File: src/rtl/core/ac_ir_frame_encoder_216bit_macros.svh
// Assertion macros for the infrared frame encoder.
// Included by the RTL files that carry concurrent checks; no other dependencies.
`ifndef AC_IR_FRAME_ENCODER_216BIT_MACROS_SVH
`define AC_IR_FRAME_ENCODER_216BIT_MACROS_SVH

// Same-cycle implication, disabled during reset
`define ACIR_ASSERT_NOW(label, clk, rst, ante, cons) \
  label: assert property (@(posedge clk) disable iff (rst) (ante) |-> (cons)) \
    else $error("acir same-cycle check failed");

// Next-cycle implication, disabled during reset
`define ACIR_ASSERT_NEXT(label, clk, rst, ante, cons) \
  label: assert property (@(posedge clk) disable iff (rst) (ante) |=> (cons)) \
    else $error("acir next-cycle check failed");

`endif

File: src/rtl/core/acir_pkg.sv
// Shared constants of the infrared frame encoder: byte template, code tables,
// symbol timings and symbol sequence positions. No dependencies.
`timescale 1ns / 1ps
`default_nettype none

package acir_pkg;

  localparam int unsigned FRAME_LEN = 27;

  typedef logic [7:0] byte_t;
  typedef logic [4:0] sym_idx_t;
  typedef logic [4:0] byte_idx_t;

  // Fixed frame template; command bytes and checksums are overlaid in the encoder
  localparam byte_t FRAME_TEMPLATE [FRAME_LEN] = '{
    8'h11, 8'hDA, 8'h27, 8'hF0, 8'h00, 8'h00, 8'h00, 8'h00,
    8'h11, 8'hDA, 8'h27, 8'h00, 8'h00, 8'h00, 8'h00, 8'h00,
    8'h00, 8'h00, 8'h00, 8'h00, 8'h00, 8'h00, 8'h00, 8'hC0,
    8'h00, 8'h00, 8'h00
  };

  localparam logic [2:0] MODE_CODES [5] = '{3'd0, 3'd3, 3'd4, 3'd2, 3'd6};
  localparam logic [3:0] FAN_CODES  [4] = '{4'd10, 4'd3, 4'd5, 4'd7};

  // Temperature saturation bounds
  localparam logic [5:0] TEMP_MIN = 6'd10;
  localparam logic [5:0] TEMP_MAX = 6'd32;
  localparam logic [2:0] MODE_MAX = 3'd4;

  // Pair timings in microseconds
  localparam logic [11:0] HDR_MARK  = 12'd3440;
  localparam logic [14:0] HDR_SPACE = 15'd1750;
  localparam logic [11:0] GAP_MARK  = 12'd420;
  localparam logic [14:0] GAP_SPACE = 15'd29650;

  // Symbol kinds
  localparam logic KIND_PAIR = 1'b0;
  localparam logic KIND_BYTE = 1'b1;

  // Positions in the 31-symbol sequence
  localparam sym_idx_t SYM_HDR1  = 5'd0;
  localparam sym_idx_t SYM_GAP1  = 5'd9;
  localparam sym_idx_t SYM_HDR2  = 5'd10;
  localparam sym_idx_t SYM_LAST  = 5'd30;
  localparam sym_idx_t SEG1_OFS  = 5'd1;
  localparam sym_idx_t SEG2_OFS  = 5'd3;

  // Frame byte positions that carry command fields or checksums
  localparam byte_idx_t BYTE_SUM1  = 5'd7;
  localparam byte_idx_t BYTE_MODE  = 5'd13;
  localparam byte_idx_t BYTE_TEMP  = 5'd14;
  localparam byte_idx_t BYTE_FAN   = 5'd16;
  localparam byte_idx_t BYTE_SWING = 5'd17;
  localparam byte_idx_t BYTE_SUM2  = 5'd26;

endpackage

`default_nettype wire

File: src/rtl/core/ac_ir_frame_encoder_216bit.sv
// Infrared frame encoder top level: symbol sequencer with one shared byte adder.
// Depends on acir_pkg and ac_ir_frame_encoder_216bit_macros.svh.
//
//  channel | direction | handshake             | payload
//  --------+-----------+-----------------------+------------------------------------------
//  in      | to block  | in_valid / in_stall   | power_on, temperature, mode_index,
//          |           |                       | fan_index, swing_horizontal, swing_vertical
//  out     | from block| out_valid / out_stall | symbol_kind, mark_us, space_us,
//          |           |                       | data_byte, last_symbol
//
// A command is captured in the idle state; the sequencer then moves its 31 symbols
// into the output register at one per cycle while the output is not stalled.
// The checksums come from one 8-bit adder that sums frame bytes as they leave.
// in_stall stays high while the sequencer runs; out_stall freezes the sequencer.
// Synchronous reset clears the sequencer and the output valid; no clearing pass.
`timescale 1ns / 1ps
`default_nettype none

`include "ac_ir_frame_encoder_216bit_macros.svh"

module ac_ir_frame_encoder_216bit (
  input  wire logic        clk,
  input  wire logic        rst,
  input  wire logic        in_valid,
  output logic             in_stall,
  input  wire logic        power_on,
  input  wire logic [5:0]  temperature,
  input  wire logic [2:0]  mode_index,
  input  wire logic [1:0]  fan_index,
  input  wire logic        swing_horizontal,
  input  wire logic        swing_vertical,
  output logic             out_valid,
  input  wire logic        out_stall,
  output logic             symbol_kind,
  output logic [11:0]      mark_us,
  output logic [14:0]      space_us,
  output logic [7:0]       data_byte,
  output logic             last_symbol
);
  import acir_pkg::*;

  typedef enum logic {ST_IDLE, ST_RUN} state_t;

  state_t   state;
  sym_idx_t sym;
  byte_t    acc;
  byte_t    b_mode, b_temp, b_fan, b_swing;

  logic       accept;
  logic       load;
  logic [5:0] temp_sat;
  logic [2:0] mode_sel;
  byte_idx_t  byte_idx;
  byte_t      frame_byte;
  byte_t      acc_sum;
  logic       kind_c;
  logic [11:0] mark_c;
  logic [14:0] space_c;
  byte_t      byte_c;
  logic       last_c;

  assign in_stall = (state != ST_IDLE);
  assign accept   = in_valid && !in_stall;
  assign load     = (state == ST_RUN) && (!out_valid || !out_stall);

  // Saturate temperature and fold unused mode codes onto mode 0
  always_comb begin
    if (temperature < TEMP_MIN) begin
      temp_sat = TEMP_MIN;
    end else if (temperature > TEMP_MAX) begin
      temp_sat = TEMP_MAX;
    end else begin
      temp_sat = temperature;
    end
    mode_sel = (mode_index > MODE_MAX) ? 3'd0 : mode_index;
  end

  // Map sequence position to frame byte position
  always_comb begin
    if (sym <= SYM_GAP1) begin
      byte_idx = sym - SEG1_OFS;
    end else begin
      byte_idx = sym - SEG2_OFS;
    end
  end

  // Select the frame byte: checksum, command byte or template
  always_comb begin
    unique case (byte_idx)
      BYTE_SUM1, BYTE_SUM2: frame_byte = acc;
      BYTE_MODE:            frame_byte = b_mode;
      BYTE_TEMP:            frame_byte = b_temp;
      BYTE_FAN:             frame_byte = b_fan;
      BYTE_SWING:           frame_byte = b_swing;
      default:              frame_byte = FRAME_TEMPLATE[byte_idx];
    endcase
  end

  // Shared checksum adder
  assign acc_sum = acc + byte_c;

  // Build the next symbol
  always_comb begin
    kind_c  = KIND_BYTE;
    mark_c  = '0;
    space_c = '0;
    byte_c  = '0;
    last_c  = 1'b0;
    unique case (sym)
      SYM_HDR1, SYM_HDR2: begin
        kind_c  = KIND_PAIR;
        mark_c  = HDR_MARK;
        space_c = HDR_SPACE;
      end
      SYM_GAP1, SYM_LAST: begin
        kind_c  = KIND_PAIR;
        mark_c  = GAP_MARK;
        space_c = GAP_SPACE;
        last_c  = (sym == SYM_LAST);
      end
      default: begin
        byte_c = frame_byte;
      end
    endcase
  end

  // Sequencer state, command bytes, checksum and output register
  always_ff @(posedge clk) begin
    if (rst) begin
      state     <= ST_IDLE;
      sym       <= SYM_HDR1;
      acc       <= '0;
      out_valid <= 1'b0;
    end else begin
      // Drop the output once taken unless a new symbol loads behind it
      if (out_valid && !out_stall && !load) begin
        out_valid <= 1'b0;
      end
      unique case (state)
        ST_IDLE: begin
          if (accept) begin
            b_mode  <= {1'b0, MODE_CODES[mode_sel], 3'b000, power_on};
            b_temp  <= {1'b0, temp_sat, 1'b0};
            b_fan   <= {FAN_CODES[fan_index], {4{swing_vertical}}};
            b_swing <= {4'h0, {4{swing_horizontal}}};
            sym     <= SYM_HDR1;
            state   <= ST_RUN;
          end
        end
        ST_RUN: begin
          if (load) begin
            out_valid   <= 1'b1;
            symbol_kind <= kind_c;
            mark_us     <= mark_c;
            space_us    <= space_c;
            data_byte   <= byte_c;
            last_symbol <= last_c;
            // Restart the sum at each header, accumulate on data bytes
            if (sym == SYM_HDR1 || sym == SYM_HDR2) begin
              acc <= '0;
            end else if (kind_c == KIND_BYTE) begin
              acc <= acc_sum;
            end
            if (sym == SYM_LAST) begin
              state <= ST_IDLE;
            end else begin
              sym <= sym + 5'd1;
            end
          end
        end
        default: state <= ST_IDLE;
      endcase
    end
  end

  `ACIR_ASSERT_NEXT(a_accept_starts, clk, rst, accept, (state == ST_RUN) && (sym == SYM_HDR1))
  `ACIR_ASSERT_NOW(a_sym_range, clk, rst, state == ST_RUN, sym <= SYM_LAST)
  `ACIR_ASSERT_NEXT(a_last_ends, clk, rst, load && (sym == SYM_LAST), state == ST_IDLE)
  `ACIR_ASSERT_NOW(a_byte_no_timing, clk, rst, out_valid && (symbol_kind == KIND_BYTE),
                   (mark_us == 12'd0) && (space_us == 15'd0) && !last_symbol)

endmodule

`default_nettype wire
File: config.mk
export PLATFORM = sky130hd
export DESIGN_NAME = ac_ir_frame_encoder_216bit
export DESIGN_NICKNAME = d
export VERILOG_FILES = /design/src/rtl/core/acir_pkg.sv /design/src/rtl/core/ac_ir_frame_encoder_216bit.sv
export VERILOG_INCLUDE_DIRS = /design/src /design/src/rtl/core
export SDC_FILE = /design/constraint.sdc
export NUM_CORES = 1
export LEC_CHECK = 0
export ABC_AREA = 1
export BUFFER_PORTS_ARGS = -buffer_cell sky130_fd_sc_hd__clkbuf_2
export CORE_UTILIZATION = 40
export DETAILED_ROUTE_END_ITERATION = 12
export PLACE_DENSITY = 0.61
export SLEW_MARGIN = 10
export SYNTH_ARGS = -nofsm -noshare
export SYNTH_HDL_FRONTEND = slang
export SYNTH_SLANG_ARGS = --single-unit
File: constraint.sdc
create_clock -name clk -period 4.5 [get_ports clk]
set_clock_uncertainty 0.15 [all_clocks]
set_input_delay 0.225 -clock clk [delete_from_list [all_inputs] [get_ports clk]]
set_output_delay 0.225 -clock clk [all_outputs]
set_load 0.05 [all_outputs]
==> flow_summary.json <==
{
  "tritoncts_num_sinks": 44,
  "starting_utilization_of_the_core_area_pct": 41.5,
  "yosysTopAreaCellShare_pct": 30.7,
  "grt_antenna_before_repair": 0,
  "htree_levels": 2,
  "synth_flop_cell": "sky130_fd_sc_hd__edfxtp_1",
  "multi_input_comb_area_um2": 1430,
  "hp-class": "input pin to flop",
  "critical_path.top_delay_family": "simple AND/OR/NAND/NOR gates",
  "sw_frac_of_total_pct": 32.5,
  "numCtsBuffers": 5,
  "cp_max_fo": 8,
  "unrepaired_setup_endpoints_after_global_routing": "true",
  "finish.net_count": 428,
  "finalHoldWorstSlack_ns": 0.0309,
  "slew_violations": 0,
  "timing.critical_path.slowest_cell_delay_ns": 0.42,
  "first_global_vias": 2226,
  "synth_area_um2": 2840,
  "clk_root_buffer_cell": "sky130_fd_sc_hd__clkbuf_8",
  "worstSetupStartpointType": "flop",
  "synthCells": 325,
  "power_frac_clock_pct": 26.6,
  "critical_path.endpoint_type": "flop",
  "synthToLayoutAreaGrowth_pct": 21.5,
  "drtIter0Drc": 160,
  "max-slew-margin-rel_pct": 35.0,
  "core.rowCount": 30,
  "post-route-min-period_ns": 4.22,
  "worst-endpoint-arrival_ns": 4.26,
  "final-setup-viol-count": 0,
  "die_height_um": 86.2,
  "internal_power_w": 0.000614,
  "clk-insertion-delay-late_ns": 0.29,
  "place_hpwl_um": 4740,
  "grt_util_all_layers_pct": 17.6,
  "antennaDiodeCount": 0,
  "synth.largest_area_cell": "sky130_fd_sc_hd__edfxtp_1",
  "first_pass_grt_wire_length_um": 10200,
  "cts_tree": "yes",
  "synth_sequential_area_ratio_pct": 41.3,
  "finalHoldViolations": 0,
  "async_reset_ff_share_pct": 0,
  "maxCapViolCount": 0,
  "yosysWarningCount": 0,
  "setup-tns-final_ns": 0,
  "power_per_cell_area_nw_per_um2": 264,
  "max-vdd-ir-drop_mv": 0.127,
  "cp_slowest_cell": "sky130_fd_sc_hd__fa_2",
  "power.sequential.fraction_pct": 49.7,
  "proportion_of_layout_cells_with_a_drive_suffix_above_1_pct": 35.2,
  "postSynthRegisterBits": 44,
  "top_cells_by_area_synth": "sky130_fd_sc_hd__edfxtp_1 (31%), sky130_fd_sc_hd__dfxtp_1 (11%), sky130_fd_sc_hd__ha_1 (7.5%), sky130_fd_sc_hd__nand2_1 (6.7%), sky130_fd_sc_hd__buf_4 (6.3%)",
  "grt.overflow.total": 0,
  "first_pass_iters": 4,
  "cp.required_ns": 4.53,
  "route.detailed.wl_per_inst_um": 12.5,
  "fin_crit_sh_pct": 93.9,
  "leakage_nw": 1.53,
  "dieArea_um2": 7430,
  "dr_total_vias": 2399,
  "pin_count_of_the_biggest_net_entering_global_routing": 17,
  "timing_worst_slew_pin_value_ns": 0.971,
  "synthDistinctLibCells": 39,
  "die-width_um": 86.2,
  "post-route-drc-count": 0,
  "total_chip_power_w": 0.000909,
  "outcome": "complete, no violations",
  "synth-edff-count": 29,
  "via_density_per_instance": 4.92,
  "num-fill-cells": 646,
  "core_um2": 6830,
  "critPathMostFrequentCell": "sky130_fd_sc_hd__inv_2",
  "cts-root-to-sink-buffers": 2,
  "p_switching_w": 0.000295,
  "finalWeightedCongestion": 0.853,
  "critical_path.n_buffers_inverters": 5,
  "avgSynthCellArea_um2": 8.73,
  "postRouteAntennaNets": 0,
  "io-pin-count": 57,
  "route.final.wire_length_um": 6110,
  "max_clock_freq_mhz": 237,
  "port-buffer-count": 48,
  "ff_latch_area_um2": 1170,
  "criticalPathCategory": "flop to flop",
  "postLayoutCoreUtil_pct": 50.5,
  "comb_power_share_pct": 23.7,
  "clkSlewWorstSetupHoldPaths_ns": 0.09
}
-- layout by cell type, fill, tap and decap left out, types with 2 or more instances in the layout --
cell type / n
sky130_fd_sc_hd__nand2_1: 49
sky130_fd_sc_hd__ha_1: 16
sky130_fd_sc_hd__nand3_1: 18
sky130_fd_sc_hd__nor2_2: 6
sky130_fd_sc_hd__inv_1: 34
sky130_fd_sc_hd__a21oi_1: 25
sky130_fd_sc_hd__nand4_1: 2
sky130_fd_sc_hd__nor3_2: 2
sky130_fd_sc_hd__a21oi_2: 3
sky130_fd_sc_hd__nor2_4: 6
sky130_fd_sc_hd__nand2_2: 10
sky130_fd_sc_hd__o21ai_0: 6
sky130_fd_sc_hd__nor2_1: 18
sky130_fd_sc_hd__o21a_1: 3
sky130_fd_sc_hd__o21ai_2: 2
sky130_fd_sc_hd__conb_1: 8
sky130_fd_sc_hd__dlygate4sd3_1: 4
sky130_fd_sc_hd__a31oi_1: 3
sky130_fd_sc_hd__inv_2: 7
sky130_fd_sc_hd__dfxtp_2: 3
sky130_fd_sc_hd__dfxtp_1: 12
sky130_fd_sc_hd__or2_1: 2
sky130_fd_sc_hd__nor3_1: 7
sky130_fd_sc_hd__a221oi_1: 4
sky130_fd_sc_hd__a32o_1: 3
sky130_fd_sc_hd__clkbuf_2: 48
sky130_fd_sc_hd__edfxtp_1: 29
sky130_fd_sc_hd__buf_4: 27
sky130_fd_sc_hd__nand2_4: 3
sky130_fd_sc_hd__clkbuf_8: 5
sky130_fd_sc_hd__nand3_2: 7
-- Yosys cell counts, types with 4 or more instances --
cell	count
sky130_fd_sc_hd__buf_4	24
sky130_fd_sc_hd__nor2_2	7
sky130_fd_sc_hd__nor2_4	4
sky130_fd_sc_hd__a21oi_1	28
sky130_fd_sc_hd__edfxtp_1	29
sky130_fd_sc_hd__o21ai_0	8
sky130_fd_sc_hd__nor2_1	19
sky130_fd_sc_hd__nand2_1	51
sky130_fd_sc_hd__dfxtp_1	15
sky130_fd_sc_hd__a221oi_1	6
sky130_fd_sc_hd__ha_1	17
sky130_fd_sc_hd__inv_1	38
sky130_fd_sc_hd__nand3_2	4
sky130_fd_sc_hd__nand3_1	21
sky130_fd_sc_hd__nand2_2	8
sky130_fd_sc_hd__nor3_1	9
-- layer usage --
metal,vias up,global-route usage (%),routed length [µm]
met4,0,6.52,128
met5,-,0,0
met2,84,29.3,2900
li1,1193,-,-
met3,16,4.00,362
met1,1106,22.3,2720
-- worst register-to-register path, delay by kind of cell (launching register included) --
family | cells | cell delay [ns]
AND/OR/NAND/NOR | 13 | 1.29
adder cells (fa/ha/maj) | 4 | 1.17
flip-flops | 1 | 0.33
AO/OA/AOI/OAI | 6 | 0.87
buffers and inverters | 5 | 0.29
-- power by group through the flow --
stage	combinational, W	clock [W]	sequential, W
2_1_floorplan	0.000142	0	0.000478
3_3_place_gp	0.000200	0	0.000460
3_5_place_dp	0.000202	0	0.000460
4_1_cts	0.000206	0.000248	0.000451
5_1_grt	0.000237	0.000270	0.000453
6_report	0.000216	0.000242	0.000451
-- registers in the layout, indices dropped and copies added (netlist names), 3 cells and up --
register and count:
acc 8, b_fan 5, b_mode 4, b_temp 6, data_byte 8, mark_us 3, sym 5
-- path summary, 6_finish.rpt --
check	to	startpoint	cells after the start	slack, ns
worst min-delay path	b_temp[6]	temperature[5]	1	0.03
worst max register to register	acc[6]	sym[1]	28	0.28
worst min register to register	out_valid	out_valid	2	0.32
worst max-delay path	acc[6]	sym[1]	28	0.28
-- repair_timing --
item | in CTS | in global routing
setup endpoints to repair | 1 | 4
pin swaps | 0 | 10
hold buffers | 4 | 0
setup buffers | 0 | 4
gates resized for setup | 1 | 28
endpoints found under the hold margin | 4 | 0
-- through the flow --
| step | cells | setup slack (ns) | area, µm² |
|---|---|---|---|
| 2_1_floorplan | 332 | 0.137 | 2860 |
| 3_3_place_gp | 472 | 0.153 | 3200 |
| 3_5_place_dp | 472 | -0.00932 | 3200 |
| 4_1_cts | 484 | 0.0303 | 3330 |
| 5_1_grt | 488 | -0.0513 | 3450 |
| 6_report | 488 | 0.276 | 3450 |
-- final cells by class --
cell class                 count  share of cell area, %
sequential                    44                   34.1
inverter                      42                   4.64
clock buffer                   6                   2.10
tap                           96                   3.48
timing repair buffer          79                   14.0
multi-input combinational    219                   41.4
clock inverter                 2                  0.327
-- logic make-up (layout without fill, tap and decap cells) --
kind of cell / Yosys count / in the layout / synth area share, %
other: 1 / 8 / 0.132
AND/OR/NAND/NOR: 136 / 136 / 24.9
AO/OA/AOI/OAI: 55 / 55 / 11.9
buffers and inverters: 69 / 129 / 12.7
flip-flops: 44 / 44 / 41.3
adder cells (fa/ha/maj): 19 / 19 / 8.91
XOR/XNOR: 1 / 1 / 0.309
Power figures use the tool's default switching activity.
